**config.mk**
```make
export PLATFORM = sky130hd
export DESIGN_NAME = dn_attribute_value_escaper
export DESIGN_NICKNAME = d
export VERILOG_FILES = /design/src/rtl/core/dnave_pkg.sv /design/src/rtl/core/dn_attribute_value_escaper.sv /design/src/rtl/core/dnave_escape.sv /design/src/rtl/core/dnave_serializer.sv
export SDC_FILE = /design/constraint.sdc
export NUM_CORES = 1
export LEC_CHECK = 0
export ABC_AREA = 1
export CELL_PAD_IN_SITES_DETAIL_PLACEMENT = 1
export CELL_PAD_IN_SITES_GLOBAL_PLACEMENT = 2
export CORE_UTILIZATION = 39
export DETAILED_ROUTE_END_ITERATION = 8
export DONT_BUFFER_PORTS = 1
export PLACE_DENSITY_LB_ADDON = 0.05
export SYNTH_ARGS = -nofsm -noshare
export SYNTH_HDL_FRONTEND = slang
export SYNTH_HIERARCHICAL = 1
export SYNTH_SLANG_ARGS = --single-unit
```
**constraint.sdc**
```tcl
create_clock -name clock -period 2.35 [get_ports clock]
set_input_delay 0.47 -clock clock [delete_from_list [all_inputs] [get_ports clock]]
set_output_delay 0.47 -clock clock [all_outputs]
set_load 0.03 [all_outputs]
```
**src/rtl/core/dnave_pkg.sv**
```systemverilog
`default_nettype none
package dnave_pkg;

   localparam logic [7:0] CHAR_SPACE     = 8'h20;
   localparam logic [7:0] CHAR_HASH      = 8'h23;
   localparam logic [7:0] CHAR_BACKSLASH = 8'h5c;
   localparam logic [7:0] CHAR_COMMA     = 8'h2c;
   localparam logic [7:0] CHAR_PLUS      = 8'h2b;
   localparam logic [7:0] CHAR_QUOTE     = 8'h22;
   localparam logic [7:0] CHAR_LESS      = 8'h3c;
   localparam logic [7:0] CHAR_GREATER   = 8'h3e;
   localparam logic [7:0] CHAR_SEMI      = 8'h3b;
   localparam logic [7:0] CHAR_TILDE     = 8'd126;
   localparam logic [7:0] HEX_NUM_BASE   = 8'h30;
   localparam logic [7:0] HEX_ALPHA_BASE = 8'h37;

   // Up to three output bytes for one input item; last_idx is the index of the final byte.
   typedef struct packed {
      logic [2:0][7:0] bytes;
      logic [1:0]      last_idx;
   } group_type;

   function automatic logic [7:0] hex_digit(input logic [3:0] v);
      logic [7:0] r;
      if (v < 4'd10) begin
         r = HEX_NUM_BASE + {4'd0, v};
      end else begin
         r = HEX_ALPHA_BASE + {4'd0, v};
      end
      return r;
   endfunction

   function automatic logic is_special(input logic [7:0] b);
      return (b == CHAR_COMMA) || (b == CHAR_PLUS) || (b == CHAR_QUOTE) ||
             (b == CHAR_BACKSLASH) || (b == CHAR_LESS) || (b == CHAR_GREATER) ||
             (b == CHAR_SEMI);
   endfunction

   function automatic logic [2:0] lead_count(input logic [7:0] b);
      logic [2:0] r;
      if ((b & 8'he0) == 8'hc0) begin
         r = 3'd1;
      end else if ((b & 8'hf0) == 8'he0) begin
         r = 3'd2;
      end else if ((b & 8'hf8) == 8'hf0) begin
         r = 3'd3;
      end else if ((b & 8'hfc) == 8'hf8) begin
         r = 3'd4;
      end else begin
         r = 3'd5;
      end
      return r;
   endfunction

   // Byte below 0x80: hex escape for controls and DEL, backslash for specials.
   function automatic group_type ascii_group(input logic [7:0] b);
      group_type g;
      g.bytes    = {b, b, b};
      g.last_idx = 2'd0;
      if ((b < CHAR_SPACE) || (b > CHAR_TILDE)) begin
         g.bytes[0] = CHAR_BACKSLASH;
         g.bytes[1] = hex_digit(b[7:4]);
         g.bytes[2] = hex_digit(b[3:0]);
         g.last_idx = 2'd2;
      end else if (is_special(b)) begin
         g.bytes[0] = CHAR_BACKSLASH;
         g.bytes[1] = b;
         g.last_idx = 2'd1;
      end
      return g;
   endfunction

endpackage
`default_nettype wire

```
**src/rtl/core/dn_attribute_value_escaper.sv**
```systemverilog
`default_nettype none
// Escapes one distinguished-name attribute value, one input item per raw byte, into
// string form, one output byte per result item; rsp_tlast marks the final byte produced
// by each input item. Each input item yields one to three output bytes and holds the result
// port until its last byte is taken: the one-byte-per-cycle result port sets the rate while
// rsp_tready is high. One item waits in an input register while the previous item's bytes
// drain; each passes the input register, then the serializer's group register, to the output.
module dn_attribute_value_escaper
   import dnave_pkg::*;
(
   input  wire logic       clock,
   input  wire logic       reset,
   input  wire logic       req_tvalid,
   output logic            req_tready,
   input  wire logic [7:0] req_tdata,   // data_byte
   input  wire logic [1:0] req_tuser,   // [0] kind, [1] first_byte
   input  wire logic       req_tlast,   // last_byte
   output logic            rsp_tvalid,
   input  wire logic       rsp_tready,
   output logic [7:0]      rsp_tdata,   // out_byte
   output logic            rsp_tlast    // out_last
);

   logic       in_valid_ff;
   logic       in_valid_in;
   logic [7:0] in_byte_ff;
   logic [7:0] in_byte_in;
   logic       in_kind_ff;
   logic       in_kind_in;
   logic       in_first_ff;
   logic       in_first_in;
   logic       in_last_ff;
   logic       in_last_in;
   logic       load_ready;
   logic       advance;
   group_type  group;

   assign advance    = in_valid_ff && load_ready;
   assign req_tready = !in_valid_ff || load_ready;

   always_comb begin
      in_valid_in = in_valid_ff;
      in_byte_in  = in_byte_ff;
      in_kind_in  = in_kind_ff;
      in_first_in = in_first_ff;
      in_last_in  = in_last_ff;
      if (req_tvalid && req_tready) begin
         in_valid_in = 1'b1;
         in_byte_in  = req_tdata;
         in_kind_in  = req_tuser[0];
         in_first_in = req_tuser[1];
         in_last_in  = req_tlast;
      end else if (advance) begin
         in_valid_in = 1'b0;
      end
   end

   always_ff @(posedge clock) begin
      if (reset) begin
         in_valid_ff <= 1'b0;
      end else begin
         in_valid_ff <= in_valid_in;
      end
   end

   always_ff @(posedge clock) begin
      in_byte_ff  <= in_byte_in;
      in_kind_ff  <= in_kind_in;
      in_first_ff <= in_first_in;
      in_last_ff  <= in_last_in;
   end

   dnave_escape u_escape (
      .clock      (clock),
      .reset      (reset),
      .advance    (advance),
      .data_byte  (in_byte_ff),
      .kind       (in_kind_ff),
      .first_byte (in_first_ff),
      .last_byte  (in_last_ff),
      .group      (group)
   );

   dnave_serializer u_serializer (
      .clock      (clock),
      .reset      (reset),
      .load_valid (in_valid_ff),
      .load_group (group),
      .load_ready (load_ready),
      .rsp_tvalid (rsp_tvalid),
      .rsp_tready (rsp_tready),
      .rsp_tdata  (rsp_tdata),
      .rsp_tlast  (rsp_tlast)
   );

endmodule
`default_nettype wire

```
**src/rtl/core/dnave_escape.sv**
```systemverilog
`default_nettype none
module dnave_escape
   import dnave_pkg::*;
(
   input  wire logic       clock,
   input  wire logic       reset,
   input  wire logic       advance,
   input  wire logic [7:0] data_byte,
   input  wire logic       kind,
   input  wire logic       first_byte,
   input  wire logic       last_byte,
   output group_type       group
);

   logic [2:0] cont_ff;
   logic [2:0] cont_in;
   logic [2:0] cont_cur;
   logic [2:0] cont_nxt;

   always_comb begin
      cont_cur = first_byte ? 3'd0 : cont_ff;
      cont_nxt = cont_cur;
      group.bytes    = {data_byte, data_byte, data_byte};
      group.last_idx = 2'd0;
      if (first_byte && ((data_byte == CHAR_SPACE) || (data_byte == CHAR_HASH))) begin
         cont_nxt = 3'd0;
         group.bytes[0] = CHAR_BACKSLASH;
         group.last_idx = 2'd1;
      end else if (last_byte && (data_byte == CHAR_SPACE)) begin
         cont_nxt = 3'd0;
         group.bytes[0] = CHAR_BACKSLASH;
         group.last_idx = 2'd1;
      end else if (kind) begin
         // Latin-1: re-encode high bytes as two-byte UTF-8
         cont_nxt = 3'd0;
         if (data_byte[7]) begin
            group.bytes[0] = {6'b110000, data_byte[7:6]};
            group.bytes[1] = {2'b10, data_byte[5:0]};
            group.last_idx = 2'd1;
         end else begin
            group = ascii_group(data_byte);
         end
      end else if ((cont_cur != 3'd0) && (data_byte[7:6] == 2'b10)) begin
         cont_nxt = cont_cur - 3'd1;
      end else if (data_byte[7]) begin
         cont_nxt = lead_count(data_byte);
      end else begin
         cont_nxt = 3'd0;
         group = ascii_group(data_byte);
      end
      if (last_byte) begin
         cont_nxt = 3'd0;
      end
      cont_in = advance ? cont_nxt : cont_ff;
   end

   always_ff @(posedge clock) begin
      if (reset) begin
         cont_ff <= 3'd0;
      end else begin
         cont_ff <= cont_in;
      end
   end

endmodule
`default_nettype wire

```
**src/rtl/core/dnave_serializer.sv**
```systemverilog
`default_nettype none
module dnave_serializer
   import dnave_pkg::*;
(
   input  wire logic       clock,
   input  wire logic       reset,
   input  wire logic       load_valid,
   input  wire group_type  load_group,
   output logic            load_ready,
   output logic            rsp_tvalid,
   input  wire logic       rsp_tready,
   output logic [7:0]      rsp_tdata,   // out_byte
   output logic            rsp_tlast    // out_last
);

   group_type  grp_ff;
   group_type  grp_in;
   logic       valid_ff;
   logic       valid_in;
   logic [1:0] idx_ff;
   logic [1:0] idx_in;
   logic       at_last;
   logic       load;

   assign at_last    = (idx_ff == grp_ff.last_idx);
   assign load_ready = !valid_ff || (rsp_tready && at_last);
   assign load       = load_valid && load_ready;

   always_comb begin
      grp_in   = grp_ff;
      valid_in = valid_ff;
      idx_in   = idx_ff;
      if (load) begin
         grp_in   = load_group;
         valid_in = 1'b1;
         idx_in   = 2'd0;
      end else if (valid_ff && rsp_tready) begin
         // advance within the group, drop it after the final byte
         if (at_last) begin
            valid_in = 1'b0;
         end else begin
            idx_in = idx_ff + 2'd1;
         end
      end
   end

   always_comb begin
      case (idx_ff)
         2'd0:    rsp_tdata = grp_ff.bytes[0];
         2'd1:    rsp_tdata = grp_ff.bytes[1];
         2'd2:    rsp_tdata = grp_ff.bytes[2];
         default: rsp_tdata = grp_ff.bytes[0];
      endcase
   end

   assign rsp_tvalid = valid_ff;
   assign rsp_tlast  = at_last;

   always_ff @(posedge clock) begin
      if (reset) begin
         valid_ff <= 1'b0;
         idx_ff   <= 2'd0;
      end else begin
         valid_ff <= valid_in;
         idx_ff   <= idx_in;
      end
   end

   always_ff @(posedge clock) begin
      grp_ff <= grp_in;
   end

endmodule
`default_nettype wire

```
==> impl_metrics.toml <==
[placement]
gp_congestion = 0.8974
port_buffers = 0
dp.cells = 313
place_hpwl_um = 3815

[clock_tree]
cts_tree = "done"
clk_latency_ns = 0.29
cts-root-buf = "clkbuf_8"
path_clk_slew_ns = 0.08
ctsResizeCount = 0
cts_made_buffers = 5
cts_hold_buf = 0
clock-sinks = 41
cts-htree-levels = 2
cts_max_path_buffers = 2
postCtsSetupBuffers = 0

[sta]
drv_slew = 0
rsz0062_at_grt = "no"
tns_ns = 0
worst_pin_slew_ns = 0.4119
skew_ns = 0.006031
max_freq_mhz = 459.2
hold_viol_final = 0
hold_ws_ns = 0.2311
relSlewSlack_pct = 72.25
setup_violations = 0
period_needed_ns = 2.178
timing.final.crit_share_pct = 92.67

[route]
ant_nets = 0
drt-initial-drc-count = 62
routed_wl_um = 5022
drc = 0
wire_per_inst_um = 15.64
drt_pass1_iterations = 4
viasPerCell = 5.040
via_count = 1618

[floorplan]
die_x_um = 78.27
io_pins = 26
rows = 27
dieArea_sq_um = 6125
initial_core_util_pct = 40.94
dieHeight_um = 78.27
core_area_sq_um = 5540

[finish]
fin_nets = 273
drive_above_1_share_pct = 18.47
seq_area_sq_um = 1191
syn_to_final_growth_pct = 8.825
post-route-util_pct = 44.56
antenna_cells = 0
num-fill-cells = 671
fin_cells = 321
multi_input_area_sq_um = 859.6

[grt]
antenna_found_initial = 0
grt_util_all_layers_pct = 18.03
grt_pass1_wl_um = 8293
grt_max_degree = 27
grt_pass1_vias = 1638
grt_overflow = 0

[pwr]
internal_power_w = 0.001233
total_power_w = 0.001654
power_switching_w = 0.0004209
clockPowerShare_pct = 33.3
p_leak_nw = 1.024
p_per_area_nw_per_um2 = 669.8
ir_drop_mv = 0.3151
combPwrFrac_pct = 13.5
swShare_pct = 25.46
pwr-share-seq_pct = 53.1

[logic_synthesis]
avgSynthCellArea_sq_um = 9.374
synth.net_count = 267
synth_warnings = 6
syn_inst = 242
synthesis.area_sq_um = 2268

[critical_path]
path_cells = "inv_1 -> ha_1 -> nor2_1 -> nor2_2 -> nand3_2 -> nand2_2 -> inv_1 -> nand2_1 -> nand2_1"
slowest_delay_ns = 0.51
cp.depth = 9
critPathKind = "reg -> reg"
reg2reg_depth = 9
arrival_ns = 2.22
critPathLaunchType = "register"
cp.buffers_inverters = 2
critPathTopFamily = "simple AND/OR/NAND/NOR gates"
cp_slowest_cell = "edfxtp_1"
required_ns = 2.40
endpoint_kind = "register"
worstPathMaxFanout = 12

[worst_hold_path]
min_path_type = "in -> reg"
whs_path_depth = 1

[outcome]
status = "completed"

[run]
maxCapViolCount = 0
per-layer routing:
layer / GRT usage, % / part of all wire (%) / up-vias
met5: 0 / 0 / -
met4: 4.259 / 0.96 / 0
met3: 3.953 / 3.4 / 6
met2: 30.79 / 50 / 31
met1: 23.26 / 46 / 778
li1: - / - / 803
worst register-to-register path, delay by kind of cell, from the launching register on:
| kind | cells | cell delay [ns] |
|---|---|---|
| flops | 1 | 0.51 |
| simple gates | 6 | 0.81 |
| fa+ha+maj | 1 | 0.24 |
| buf+inv | 2 | 0.38 |
per-stage QoR:
step,cell area (sq um),worst slack (ns)
floorplan,2268,0.4115
global placement,2359,0.2495
detailed placement,2359,0.2061
CTS,2466,0.05790
global route,2469,0.02181
finish,2469,0.1723
sequential cells by signal, indices dropped and copies added, names as in the netlist:
register / count
in_byte_ff: 8
in_first_ff: 1
in_kind_ff: 1
in_last_ff: 1
in_valid_ff: 1
u_serializer/grp_ff: 26
u_serializer/idx_ff: 2
u_serializer/rsp_tvalid: 1
power by group through the flow:
stage	Clock [W]	Combinational, W	Sequential [W]
2_1_floorplan	0	0.000177	0.000880
3_3_place_gp	0	0.000218	0.000894
3_5_place_dp	0	0.000224	0.000896
4_1_cts	0.000572	0.000225	0.000879
5_1_grt	0.000605	0.000248	0.000885
6_report	0.000551	0.000224	0.000879
path summary, 6_finish.rpt:
kind	from	end	slack, ns
worst max-delay path	in_byte_ff[0]	u_serializer/grp_ff[22]	0.17
worst min-delay path	reset	in_valid_ff	0.23
worst max register to register	in_byte_ff[0]	u_serializer/grp_ff[22]	0.17
worst min register to register	in_valid_ff	u_serializer/rsp_tvalid	0.52
cell type report:
cell class	count	share of cell area, %
clock buffers	6	2.940
clock inverters	2	1.419
inverters	31	5.575
multi-input cells	158	34.82
flip-flops and latches	41	48.25
well taps	72	3.649
repair buffers	11	3.345
cell usage in the layout, fill, tap and decap left out:
master	instances
o21bai_1	1
xnor2_1	1
dfxtp_1	4
o221ai_1	1
nand2_1	46
nand2_2	9
inv_2	4
clkbuf_1	1
ha_1	9
xor2_1	2
bufinv_16	1
nand3_1	13
ha_2	1
clkbuf_8	5
nand3_2	2
a31oi_1	1
inv_1	25
edfxtp_1	37
clkinv_2	1
nand4_1	2
o21ai_0	5
and2_1	1
a21oi_2	1
inv_6	1
a21oi_4	1
a21oi_1	25
o21ai_2	4
inv_16	1
nand2_4	1
nor2_1	28
o21ai_1	1
buf_4	11
nor2_2	3
Note: power is estimated with default switching activity, not from simulation.
